--- config.mk ---
export PLATFORM = sky130hd
export DESIGN_NAME = trajectory_speed_smoother_unit
export DESIGN_NICKNAME = d
export VERILOG_FILES = /design/src/rtl/tss_pkg.sv /design/src/rtl/tss_mul.sv /design/src/rtl/tss_div.sv /design/src/rtl/tss_sqrt.sv /design/src/rtl/trajectory_speed_smoother_unit.sv
export SDC_FILE = /design/constraint.sdc
export NUM_CORES = 2
export LEC_CHECK = 0
export CORE_AREA = 2 2 399 401
export DETAILED_ROUTE_END_ITERATION = 12
export DIE_AREA = 0 0 401 403
export DONT_BUFFER_PORTS = 1
export PLACE_DENSITY = 0.62
export SYNTH_ARGS = -nofsm -noshare
export SYNTH_HDL_FRONTEND = slang
export SYNTH_SLANG_ARGS = --single-unit
--- constraint.sdc ---
create_clock -name clk -period 27.5 [get_ports clk]
set_clock_uncertainty 0.1 [all_clocks]
set_input_delay 5.5 -clock clk [delete_from_list [all_inputs] [get_ports clk]]
set_output_delay 5.5 -clock clk [all_outputs]
set_load 0.01 [all_outputs]
--- src/rtl/tss_pkg.sv ---
`timescale 1ns / 1ps

package tss_pkg;

	localparam int MUL_AW = 53;
	localparam int MUL_BW = 33;
	localparam int MUL_PW = 86;
	localparam int DIV_NW = 62;
	localparam int DIV_DW = 54;
	localparam int SQ_RW  = 66;
	localparam int SQ_QW  = 33;

	localparam logic [39:0] TIME_MAX   = 40'hFF_FFFF_FFFF;
	localparam logic [39:0] MIN_DT     = 40'd7;
	localparam logic [23:0] MIN_SPEED  = 24'd6554;
	localparam logic [25:0] LIM_SAT    = 26'd33554432;
	localparam logic [30:0] LAG_ONE    = 31'd1073741824;
	localparam logic [31:0] CFG_RESET  = 32'd65536;

	localparam logic CFG_ACCEL = 1'b0;
	localparam logic CFG_TAU   = 1'b1;

	localparam logic [1:0] PH_PASS  = 2'd0;
	localparam logic [1:0] PH_START = 2'd1;

	typedef enum logic [11:0] {
		ST_IDLE = 12'b0000_0000_0001,
		ST_SQX  = 12'b0000_0000_0010,
		ST_SQY  = 12'b0000_0000_0100,
		ST_RTP  = 12'b0000_0000_1000,
		ST_SQZ  = 12'b0000_0001_0000,
		ST_RT3  = 12'b0000_0010_0000,
		ST_DT   = 12'b0000_0100_0000,
		ST_LAG  = 12'b0000_1000_0000,
		ST_MAG  = 12'b0001_0000_0000,
		ST_LIM  = 12'b0010_0000_0000,
		ST_STEP = 12'b0100_0000_0000,
		ST_DONE = 12'b1000_0000_0000
	} state_t;

endpackage

--- src/rtl/tss_mul.sv ---
`timescale 1ns / 1ps

module tss_mul (
	input  logic                       clk,
	input  logic                       arst_n,
	input  logic                       start,
	input  logic [tss_pkg::MUL_AW-1:0] a,
	input  logic [tss_pkg::MUL_BW-1:0] b,
	input  logic [tss_pkg::MUL_PW-1:0] acc0,
	output logic                       done,
	output logic [tss_pkg::MUL_PW-1:0] prod
);

	localparam int CW = $clog2(tss_pkg::MUL_BW + 1);

	logic [tss_pkg::MUL_PW-1:0] a_q;
	logic [tss_pkg::MUL_BW-1:0] b_q;
	logic [tss_pkg::MUL_PW-1:0] p_q;
	logic [CW-1:0]              cnt_q;
	logic                       busy_q;
	logic                       done_q;

	always_ff @(posedge clk or negedge arst_n) begin
		if (!arst_n) begin
			cnt_q  <= '0;
			busy_q <= 1'b0;
			done_q <= 1'b0;
		end else begin
			done_q <= 1'b0;
			if (start) begin
				cnt_q  <= CW'(tss_pkg::MUL_BW);
				busy_q <= 1'b1;
			end else if (busy_q) begin
				cnt_q <= cnt_q - 1'b1;
				if (cnt_q == CW'(1)) begin
					busy_q <= 1'b0;
					done_q <= 1'b1;
				end
			end
		end
	end

	always_ff @(posedge clk) begin
		if (start) begin
			a_q <= tss_pkg::MUL_PW'(a);
			b_q <= b;
			p_q <= acc0;
		end else if (busy_q) begin
			if (b_q[0]) begin
				p_q <= p_q + a_q;
			end
			a_q <= a_q << 1;
			b_q <= b_q >> 1;
		end
	end

	assign done = done_q;
	assign prod = p_q;

endmodule

--- src/rtl/tss_div.sv ---
`timescale 1ns / 1ps

module tss_div (
	input  logic                       clk,
	input  logic                       arst_n,
	input  logic                       start,
	input  logic [tss_pkg::DIV_NW-1:0] num,
	input  logic [tss_pkg::DIV_DW-1:0] den,
	output logic                       done,
	output logic [tss_pkg::DIV_NW-1:0] quo
);

	localparam int NW = tss_pkg::DIV_NW;
	localparam int DW = tss_pkg::DIV_DW;
	localparam int CW = $clog2(NW + 1);

	logic [NW-1:0] n_q;
	logic [DW-1:0] r_q;
	logic [DW-1:0] d_q;
	logic [CW-1:0] cnt_q;
	logic          busy_q;
	logic          done_q;
	logic [DW:0]   trial;
	logic [DW:0]   diff;

	assign trial = {r_q, n_q[NW-1]};
	assign diff  = trial - {1'b0, d_q};

	always_ff @(posedge clk or negedge arst_n) begin
		if (!arst_n) begin
			cnt_q  <= '0;
			busy_q <= 1'b0;
			done_q <= 1'b0;
		end else begin
			done_q <= 1'b0;
			if (start) begin
				cnt_q  <= CW'(NW);
				busy_q <= 1'b1;
			end else if (busy_q) begin
				cnt_q <= cnt_q - 1'b1;
				if (cnt_q == CW'(1)) begin
					busy_q <= 1'b0;
					done_q <= 1'b1;
				end
			end
		end
	end

	always_ff @(posedge clk) begin
		if (start) begin
			n_q <= num;
			r_q <= '0;
			d_q <= den;
		end else if (busy_q) begin
			if (trial >= {1'b0, d_q}) begin
				r_q <= diff[DW-1:0];
				n_q <= {n_q[NW-2:0], 1'b1};
			end else begin
				r_q <= trial[DW-1:0];
				n_q <= {n_q[NW-2:0], 1'b0};
			end
		end
	end

	assign done = done_q;
	assign quo  = n_q;

endmodule

--- src/rtl/tss_sqrt.sv ---
`timescale 1ns / 1ps

module tss_sqrt (
	input  logic                      clk,
	input  logic                      arst_n,
	input  logic                      start,
	input  logic [tss_pkg::SQ_RW-1:0] rad,
	output logic                      done,
	output logic [tss_pkg::SQ_QW-1:0] root
);

	localparam int RW = tss_pkg::SQ_RW;
	localparam int QW = tss_pkg::SQ_QW;
	localparam int CW = $clog2(QW + 1);

	logic [RW-1:0] x_q;
	logic [QW:0]   rem_q;
	logic [QW-1:0] root_q;
	logic [CW-1:0] cnt_q;
	logic          busy_q;
	logic          done_q;
	logic [QW+2:0] cur;
	logic [QW+2:0] test;
	logic [QW+2:0] diff;

	assign cur  = {rem_q, x_q[RW-1:RW-2]};
	assign test = {1'b0, root_q, 2'b01};
	assign diff = cur - test;

	always_ff @(posedge clk or negedge arst_n) begin
		if (!arst_n) begin
			cnt_q  <= '0;
			busy_q <= 1'b0;
			done_q <= 1'b0;
		end else begin
			done_q <= 1'b0;
			if (start) begin
				cnt_q  <= CW'(QW);
				busy_q <= 1'b1;
			end else if (busy_q) begin
				cnt_q <= cnt_q - 1'b1;
				if (cnt_q == CW'(1)) begin
					busy_q <= 1'b0;
					done_q <= 1'b1;
				end
			end
		end
	end

	always_ff @(posedge clk) begin
		if (start) begin
			x_q    <= rad;
			rem_q  <= '0;
			root_q <= '0;
		end else if (busy_q) begin
			x_q <= x_q << 2;
			if (cur >= test) begin
				rem_q  <= diff[QW:0];
				root_q <= {root_q[QW-2:0], 1'b1};
			end else begin
				rem_q  <= cur[QW:0];
				root_q <= {root_q[QW-2:0], 1'b0};
			end
		end
	end

	assign done = done_q;
	assign root = root_q;

endmodule

--- src/rtl/trajectory_speed_smoother_unit.sv ---
`timescale 1ns / 1ps
// channel   handshake             payload
// in        in_valid / in_stall   pos_x pos_y pos_z speed_in start_speed phase first_point
// out       out_valid / out_stall speed_out rel_time
// cfg       cfg_valid / cfg_ready cfg_index cfg_data
//
// Each point takes five passes of the shift-add multiplier, two passes of
// the root unit and three passes of the divider, run one after another by
// the sequencer. Reset clears control and the previous-point state and
// loads the configuration registers with CFG_RESET. A new point is taken
// while the last result waits on out_stall; the final write stalls only if
// the output register is still full.

module trajectory_speed_smoother_unit (
	input  logic               clk,
	input  logic               arst_n,
	input  logic               in_valid,
	output logic               in_stall,
	input  logic signed [31:0] pos_x,
	input  logic signed [31:0] pos_y,
	input  logic signed [31:0] pos_z,
	input  logic signed [23:0] speed_in,
	input  logic signed [23:0] start_speed,
	input  logic        [1:0]  phase,
	input  logic               first_point,
	output logic               out_valid,
	input  logic               out_stall,
	output logic signed [23:0] speed_out,
	output logic        [39:0] rel_time,
	input  logic               cfg_valid,
	output logic               cfg_ready,
	input  logic               cfg_index,
	input  logic        [31:0] cfg_data
);

	localparam int AW = tss_pkg::MUL_AW;
	localparam int BW = tss_pkg::MUL_BW;
	localparam int PW = tss_pkg::MUL_PW;
	localparam int NW = tss_pkg::DIV_NW;
	localparam int DW = tss_pkg::DIV_DW;

	tss_pkg::state_t state_q;
	logic            launched_q;

	logic [31:0] accel_q;
	logic [31:0] tau_q;

	logic signed [31:0] x_q, y_q, z_q;
	logic signed [23:0] vin_q, vst_q;
	logic        [1:0]  phase_q;
	logic               first_q;

	logic signed [31:0] last_x_q, last_y_q, last_z_q;
	logic signed [23:0] last_speed_q;
	logic        [39:0] time_sum_q;

	logic [65:0] sum_q;
	logic [32:0] ds_q;
	logic [32:0] d3_q;
	logic [52:0] dt_q;
	logic [30:0] w_q;
	logic [25:0] mag_q;
	logic [25:0] lim_q;
	logic [39:0] step_q;
	logic        step_sat_q;

	logic               out_valid_q;
	logic signed [23:0] speed_out_q;
	logic        [39:0] rel_time_q;

	logic [32:0] dx, dy, dz, adx, ady, adz;
	logic [23:0] av, av_nz, sp;
	logic [24:0] diff, adiff;
	logic [53:0] lag_sum, lag_den;

	logic          mul_start, div_start, sqrt_start;
	logic          mul_done, div_done, sqrt_done;
	logic [AW-1:0] mul_a;
	logic [BW-1:0] mul_b;
	logic [PW-1:0] mul_acc0, mul_prod;
	logic [NW-1:0] div_num, div_quo;
	logic [DW-1:0] div_den;
	logic [32:0]   sqrt_root;
	logic          op_done;
	logic          in_mul, in_div, in_sqrt;

	logic [25:0]        mag_eff;
	logic signed [26:0] v_wide;
	logic signed [23:0] v_next;
	logic [40:0]        t_sum;
	logic [39:0]        t_next;

	assign dx = {x_q[31], x_q} - {last_x_q[31], last_x_q};
	assign dy = {y_q[31], y_q} - {last_y_q[31], last_y_q};
	assign dz = {z_q[31], z_q} - {last_z_q[31], last_z_q};
	assign adx = dx[32] ? (33'd0 - dx) : dx;
	assign ady = dy[32] ? (33'd0 - dy) : dy;
	assign adz = dz[32] ? (33'd0 - dz) : dz;

	assign av    = last_speed_q[23] ? (24'd0 - last_speed_q) : last_speed_q;
	assign av_nz = (av == 24'd0) ? 24'd1 : av;
	assign sp    = (av < tss_pkg::MIN_SPEED) ? tss_pkg::MIN_SPEED : av;

	assign diff  = {vin_q[23], vin_q} - {last_speed_q[23], last_speed_q};
	assign adiff = diff[24] ? (25'd0 - diff) : diff;

	assign lag_sum = {22'd0, tau_q} + {1'b0, dt_q};
	assign lag_den = (lag_sum == 54'd0) ? 54'd1 : lag_sum;

	assign in_mul  = (state_q == tss_pkg::ST_SQX) || (state_q == tss_pkg::ST_SQY) ||
	                 (state_q == tss_pkg::ST_SQZ) || (state_q == tss_pkg::ST_MAG) ||
	                 (state_q == tss_pkg::ST_LIM);
	assign in_div  = (state_q == tss_pkg::ST_DT) || (state_q == tss_pkg::ST_LAG) ||
	                 (state_q == tss_pkg::ST_STEP);
	assign in_sqrt = (state_q == tss_pkg::ST_RTP) || (state_q == tss_pkg::ST_RT3);

	assign mul_start  = in_mul && !launched_q;
	assign div_start  = in_div && !launched_q;
	assign sqrt_start = in_sqrt && !launched_q;
	assign op_done    = mul_done || div_done || sqrt_done;

	always_comb begin
		mul_a    = '0;
		mul_b    = '0;
		mul_acc0 = '0;
		div_num  = '0;
		div_den  = DW'(1);
		case (state_q)
			tss_pkg::ST_SQX: begin
				mul_a = AW'(adx);
				mul_b = adx;
			end
			tss_pkg::ST_SQY: begin
				mul_a    = AW'(ady);
				mul_b    = ady;
				mul_acc0 = mul_prod;
			end
			tss_pkg::ST_SQZ: begin
				mul_a    = AW'(adz);
				mul_b    = adz;
				mul_acc0 = PW'(sum_q);
			end
			tss_pkg::ST_MAG: begin
				mul_a    = AW'(w_q);
				mul_b    = BW'(adiff);
				mul_acc0 = PW'(1) << 29;
			end
			tss_pkg::ST_LIM: begin
				mul_a = dt_q;
				mul_b = BW'(accel_q);
			end
			tss_pkg::ST_DT: begin
				div_num = NW'({ds_q, 20'd0});
				div_den = DW'(av_nz);
			end
			tss_pkg::ST_LAG: begin
				div_num = {tau_q, 30'd0};
				div_den = lag_den;
			end
			tss_pkg::ST_STEP: begin
				div_num = NW'({d3_q, 20'd0});
				div_den = DW'(sp);
			end
			default: begin
				mul_a = '0;
			end
		endcase
	end

	tss_mul u_mul (
		.clk    (clk),
		.arst_n (arst_n),
		.start  (mul_start),
		.a      (mul_a),
		.b      (mul_b),
		.acc0   (mul_acc0),
		.done   (mul_done),
		.prod   (mul_prod)
	);

	tss_div u_div (
		.clk    (clk),
		.arst_n (arst_n),
		.start  (div_start),
		.num    (div_num),
		.den    (div_den),
		.done   (div_done),
		.quo    (div_quo)
	);

	tss_sqrt u_sqrt (
		.clk    (clk),
		.arst_n (arst_n),
		.start  (sqrt_start),
		.rad    (sum_q),
		.done   (sqrt_done),
		.root   (sqrt_root)
	);

	assign mag_eff = (mag_q > lim_q) ? lim_q : mag_q;
	assign v_wide  = diff[24] ? (27'(last_speed_q) - $signed({1'b0, mag_eff}))
	                          : (27'(last_speed_q) + $signed({1'b0, mag_eff}));

	always_comb begin
		case (phase_q)
			tss_pkg::PH_PASS:  v_next = vin_q;
			tss_pkg::PH_START: v_next = vst_q;
			default: begin
				if (v_wide > 27'sd8388607) begin
					v_next = 24'sh7FFFFF;
				end else if (v_wide < -27'sd8388608) begin
					v_next = 24'sh800000;
				end else begin
					v_next = v_wide[23:0];
				end
			end
		endcase
	end

	assign t_sum  = {1'b0, time_sum_q} + {1'b0, step_q};
	assign t_next = first_q ? 40'd0 :
	                (step_sat_q || t_sum[40]) ? tss_pkg::TIME_MAX : t_sum[39:0];

	always_ff @(posedge clk or negedge arst_n) begin
		if (!arst_n) begin
			state_q      <= tss_pkg::ST_IDLE;
			launched_q   <= 1'b0;
			out_valid_q  <= 1'b0;
			accel_q      <= tss_pkg::CFG_RESET;
			tau_q        <= tss_pkg::CFG_RESET;
			last_x_q     <= '0;
			last_y_q     <= '0;
			last_z_q     <= '0;
			last_speed_q <= '0;
			time_sum_q   <= '0;
		end else begin
			if (cfg_valid) begin
				case (cfg_index)
					tss_pkg::CFG_ACCEL: accel_q <= cfg_data;
					tss_pkg::CFG_TAU:   tau_q   <= cfg_data;
					default:            accel_q <= accel_q;
				endcase
			end
			if (out_valid_q && !out_stall && state_q != tss_pkg::ST_DONE) begin
				out_valid_q <= 1'b0;
			end
			case (state_q)
				tss_pkg::ST_IDLE: begin
					if (in_valid) begin
						state_q <= tss_pkg::ST_SQX;
					end
				end
				tss_pkg::ST_DONE: begin
					if (!out_valid_q || !out_stall) begin
						out_valid_q  <= 1'b1;
						last_x_q     <= x_q;
						last_y_q     <= y_q;
						last_z_q     <= z_q;
						last_speed_q <= v_next;
						time_sum_q   <= t_next;
						state_q      <= tss_pkg::ST_IDLE;
					end
				end
				default: begin
					if (!launched_q) begin
						launched_q <= 1'b1;
					end else if (op_done) begin
						launched_q <= 1'b0;
						case (state_q)
							tss_pkg::ST_SQX:  state_q <= tss_pkg::ST_SQY;
							tss_pkg::ST_SQY:  state_q <= tss_pkg::ST_RTP;
							tss_pkg::ST_RTP:  state_q <= tss_pkg::ST_SQZ;
							tss_pkg::ST_SQZ:  state_q <= tss_pkg::ST_RT3;
							tss_pkg::ST_RT3:  state_q <= tss_pkg::ST_DT;
							tss_pkg::ST_DT:   state_q <= tss_pkg::ST_LAG;
							tss_pkg::ST_LAG:  state_q <= tss_pkg::ST_MAG;
							tss_pkg::ST_MAG:  state_q <= tss_pkg::ST_LIM;
							tss_pkg::ST_LIM:  state_q <= tss_pkg::ST_STEP;
							tss_pkg::ST_STEP: state_q <= tss_pkg::ST_DONE;
							default:          state_q <= tss_pkg::ST_IDLE;
						endcase
					end
				end
			endcase
		end
	end

	always_ff @(posedge clk) begin
		if (state_q == tss_pkg::ST_IDLE && in_valid) begin
			x_q     <= pos_x;
			y_q     <= pos_y;
			z_q     <= pos_z;
			vin_q   <= speed_in;
			vst_q   <= start_speed;
			phase_q <= phase;
			first_q <= first_point;
		end
		if (launched_q && op_done) begin
			case (state_q)
				tss_pkg::ST_SQY: sum_q <= mul_prod[65:0];
				tss_pkg::ST_SQZ: sum_q <= mul_prod[65:0];
				tss_pkg::ST_RTP: ds_q  <= sqrt_root;
				tss_pkg::ST_RT3: d3_q  <= sqrt_root;
				tss_pkg::ST_DT:  dt_q  <= div_quo[52:0];
				tss_pkg::ST_LAG: begin
					w_q <= (div_quo > NW'(tss_pkg::LAG_ONE)) ? 31'd0
					       : (tss_pkg::LAG_ONE - div_quo[30:0]);
				end
				tss_pkg::ST_MAG: mag_q <= mul_prod[55:30];
				tss_pkg::ST_LIM: begin
					lim_q <= ((|mul_prod[85:42]) || (mul_prod[41:16] > tss_pkg::LIM_SAT))
					         ? tss_pkg::LIM_SAT : mul_prod[41:16];
				end
				tss_pkg::ST_STEP: begin
					step_sat_q <= (|div_quo[61:40]) || (div_quo[39:0] == tss_pkg::TIME_MAX);
					step_q     <= (div_quo[39:0] < tss_pkg::MIN_DT) ? tss_pkg::MIN_DT
					              : div_quo[39:0];
				end
				default: begin
					step_q <= step_q;
				end
			endcase
		end
		if (state_q == tss_pkg::ST_DONE && (!out_valid_q || !out_stall)) begin
			speed_out_q <= v_next;
			rel_time_q  <= t_next;
		end
	end

	assign in_stall  = (state_q != tss_pkg::ST_IDLE);
	assign out_valid = out_valid_q;
	assign speed_out = speed_out_q;
	assign rel_time  = rel_time_q;
	assign cfg_ready = 1'b1;

endmodule

==> qor.csv <==
metric,value,unit
CP Max Fanout,31,
CTS tree,yes,
nets,8666,
top_reg_cell synth,edfxtp_1,
RSZ-0062 raised after global routing,false,
vias per cell,6.16,
Wirelength per Cell,25.1,um
CTS Buffer Depth,3,
distinct cell type count after synthesis,105,
via count,63200,
ratio of cells with drive above 1 in the final layout,0.0659,
final setup fails,0,
Die Wd,401,um
worst ir drop on vdd,71.5,uV
critical path data required time,28070,ps
vias in the first global route,59500,
non-filler instance count after layout,10300,
Gate Count Post-Synth,8221,
initial drt markers,6371,
Placed Area,80100,um^2
initial core utilization,0.497,
largest net degree at the start of global routing,263,
async set-or-reset flop fraction in the synthesized netlist,0.203,
total grt overflow,0,
CP Capture Type,flip-flop,
crit path DAT,8870,ps
syn_area_per_cell,9.52,um^2
final slew viol count,0,
Syn-to-layout area delta,8.68,%
die height,403,um
total track usage,0.313,
postcts setup bufs,0,
Post-synth EDFFs,874,
Clock H-tree levels,4,
total wire length,258000,um
Synth Cell Area,78200,um^2
Max Cap Viol,0,
row count,146,
hold buffer count at CTS,0,
# fillers,14200,
initial antenna violation count,33,
die area,162000,um^2
multi-input combinational cell area,39500,um^2
post-placement cell count,9962,
Hold Crit Class,flip-flop to flip-flop,
crit-path most repeated cell,a21oi_1,
Setup TNS,0,ps
#FFs+latches synth,1290,
Core Region,157000,um^2
final hold violation count,0,
pwr/cell area,93.1,nW/um^2
Max stage delay on crit path,790,ps
kind of start point of the critical path,flip-flop,
worst slew pin tran,1420,ps
register area,35900,um^2
"Reg clk slew, reported paths",60,ps
DRC violation count after routing,0,
first-pass GRT wire length,383000,um
CTS resizes,0,
Slowest cell on crit path,a2111oi_0,
hpwl dp,194000,um
worst path bufs/invs,2,
Clock Sinks,1290,
Root Buffer,clkbuf_16,
gpl congestion,0.964,
post-route cell area,85000,um^2
fmax,120,MHz
CP Class,flip-flop to flip-flop,
Port Buf Inserts,0,
Tmin final,8310,ps
top-level I/O count,252,
"CP delay by family, top",compound AO/OA/AOI/OAI gates,
CTS Buf Count,148,
worst rel slew slack,0.0458,
Detail Route Antenna Nets,0,
period utilisation layout,0.302,
clk_lat worst skew,790,ps
status,finished clean,
drt first pass iters,8,
sequential area share after synthesis,0.459,
Syn Nets,8847,
Final Power,7.92,mW
Pleak,33.2,nW
Syn. warnings,0,
-- where the power goes --
group,switching [mW],internal [mW],total [mW]
Combinational,1.90,1.13,3.02
Clock,0.855,1.13,1.99
Sequential,0.344,2.56,2.90
Total,3.10,4.82,7.92
-- Yosys cell counts, types with 53 or more instances --
master    number  area [um^2]
a211oi_1     110          826
a21o_1       222         1670
a21oi_1      658         3290
a22oi_1       53          398
a31oi_1       81          507
and2_1        88          551
and3_1        75          469
clkbuf_1     363         1360
dfrtp_1      259         6480
dfxtp_1      154         3080
edfxtp_1     874        26200
ha_1         432         5410
inv_1        404         1520
mux2_2        86          968
mux2i_1      114         1140
nand2_1      943         3540
nand2b_1      56          350
nand3_1      209         1050
nand4_1      101          632
nor2_1       707         2650
nor2b_1       86          538
nor3_1       142          711
nor4_1        70          438
o21a_1        69          518
o21ai_0      542         2710
o21bai_1      55          413
o31ai_1       77          578
xnor2_1      322         2820
xor2_1       203         1780
-- kinds of logic after synthesis --
logic type      after synthesis  synth area share
xor+xnor                    525            0.0588
other cells                   1         0.0000479
flops                      1290             0.459
buf+inv                     813            0.0394
mux                         200            0.0270
compound gates             2266             0.185
simple gates               2684             0.160
fa+ha+maj                   442            0.0715
-- sequential cells by signal (all words and copies together), names as in the netlist, 40 cells and up --
signal      count
u_mul.a_q      86
rel_time       40
u_div.r_q      54
step_q         40
u_mul.prod     86
time_sum_q     40
u_div.d_q      54
u_sqrt.x_q     66
u_div.quo      62
sum_q          66
dt_q           53
-- tightest hold or removal path: stages, from the launching register on --
cell and delay (ps):
dfrtp_1 340, nand2_1 50, nand2_1 50
-- placed cells by master, fill, tap and decap left out, drive strengths merged, types with 223 or more instances in the layout --
cell / Yosys / final
edfxtp: 874 / 874
a21oi: 658 / 658
o21ai: 546 / 546
nor2: 707 / 707
inv: 406 / 417
xnor2: 322 / 322
a21o: 223 / 223
dfrtp: 259 / 259
ha: 432 / 432
nand2: 943 / 943
-- path summary, 6_finish.rpt --
| path | depth (start not counted) | start | end | slack [ps] |
|---|---|---|---|---|
| setup / recovery | 28 | last_speed_q[0]$_DFFE_PN0P_ | last_speed_q[12]$_DFFE_PN0P_ | 19190 |
| hold / removal | 2 | time_sum_q[8]$_DFFE_PN0P_ | time_sum_q[8]$_DFFE_PN0P_ | 370 |
| setup reg to reg | 28 | last_speed_q[0]$_DFFE_PN0P_ | last_speed_q[12]$_DFFE_PN0P_ | 19190 |
| hold reg to reg | 2 | time_sum_q[8]$_DFFE_PN0P_ | time_sum_q[8]$_DFFE_PN0P_ | 370 |
| max in group asynchronous | 0 | arst_n | u_div.busy_q$_DFF_PN0_ | 22370 |
| min in group asynchronous | 0 | arst_n | last_x_q[10]$_DFFE_PN0P_ | 4320 |
-- per-layer routing --
layer  global-route usage  vias up  share of wire
met1                0.423    30800           0.43
li1                     -    29700              -
met3               0.0546      445          0.074
met2                0.497     2235           0.46
met4                0.130       26          0.044
met5                    0        -        0.00071
-- metrics by stage --
step | setup WS (ps) | util | hold slack, ps
6_report | 19190 | 0.540 | 372
5_1_grt | 18730 | 0.540 | 387
4_1_cts | 19280 | 0.539 | 373
3_5_place_dp | 19290 | 0.509 | 344
2_1_floorplan | 15120 | - | 324
3_3_place_gp | 19370 | 0.509 | 336
-- cell type report --
class                      count  area share
multi-input combinational   6118       0.464
sequential                  1290       0.422
clock buffer                 188      0.0479
tap                         2072      0.0305
inverter                     407      0.0181
clock inverter                87     0.00946
timing repair buffer          75     0.00677
antenna                       28    0.000824
No activity file was read; power rests on OpenSTA's default activity.
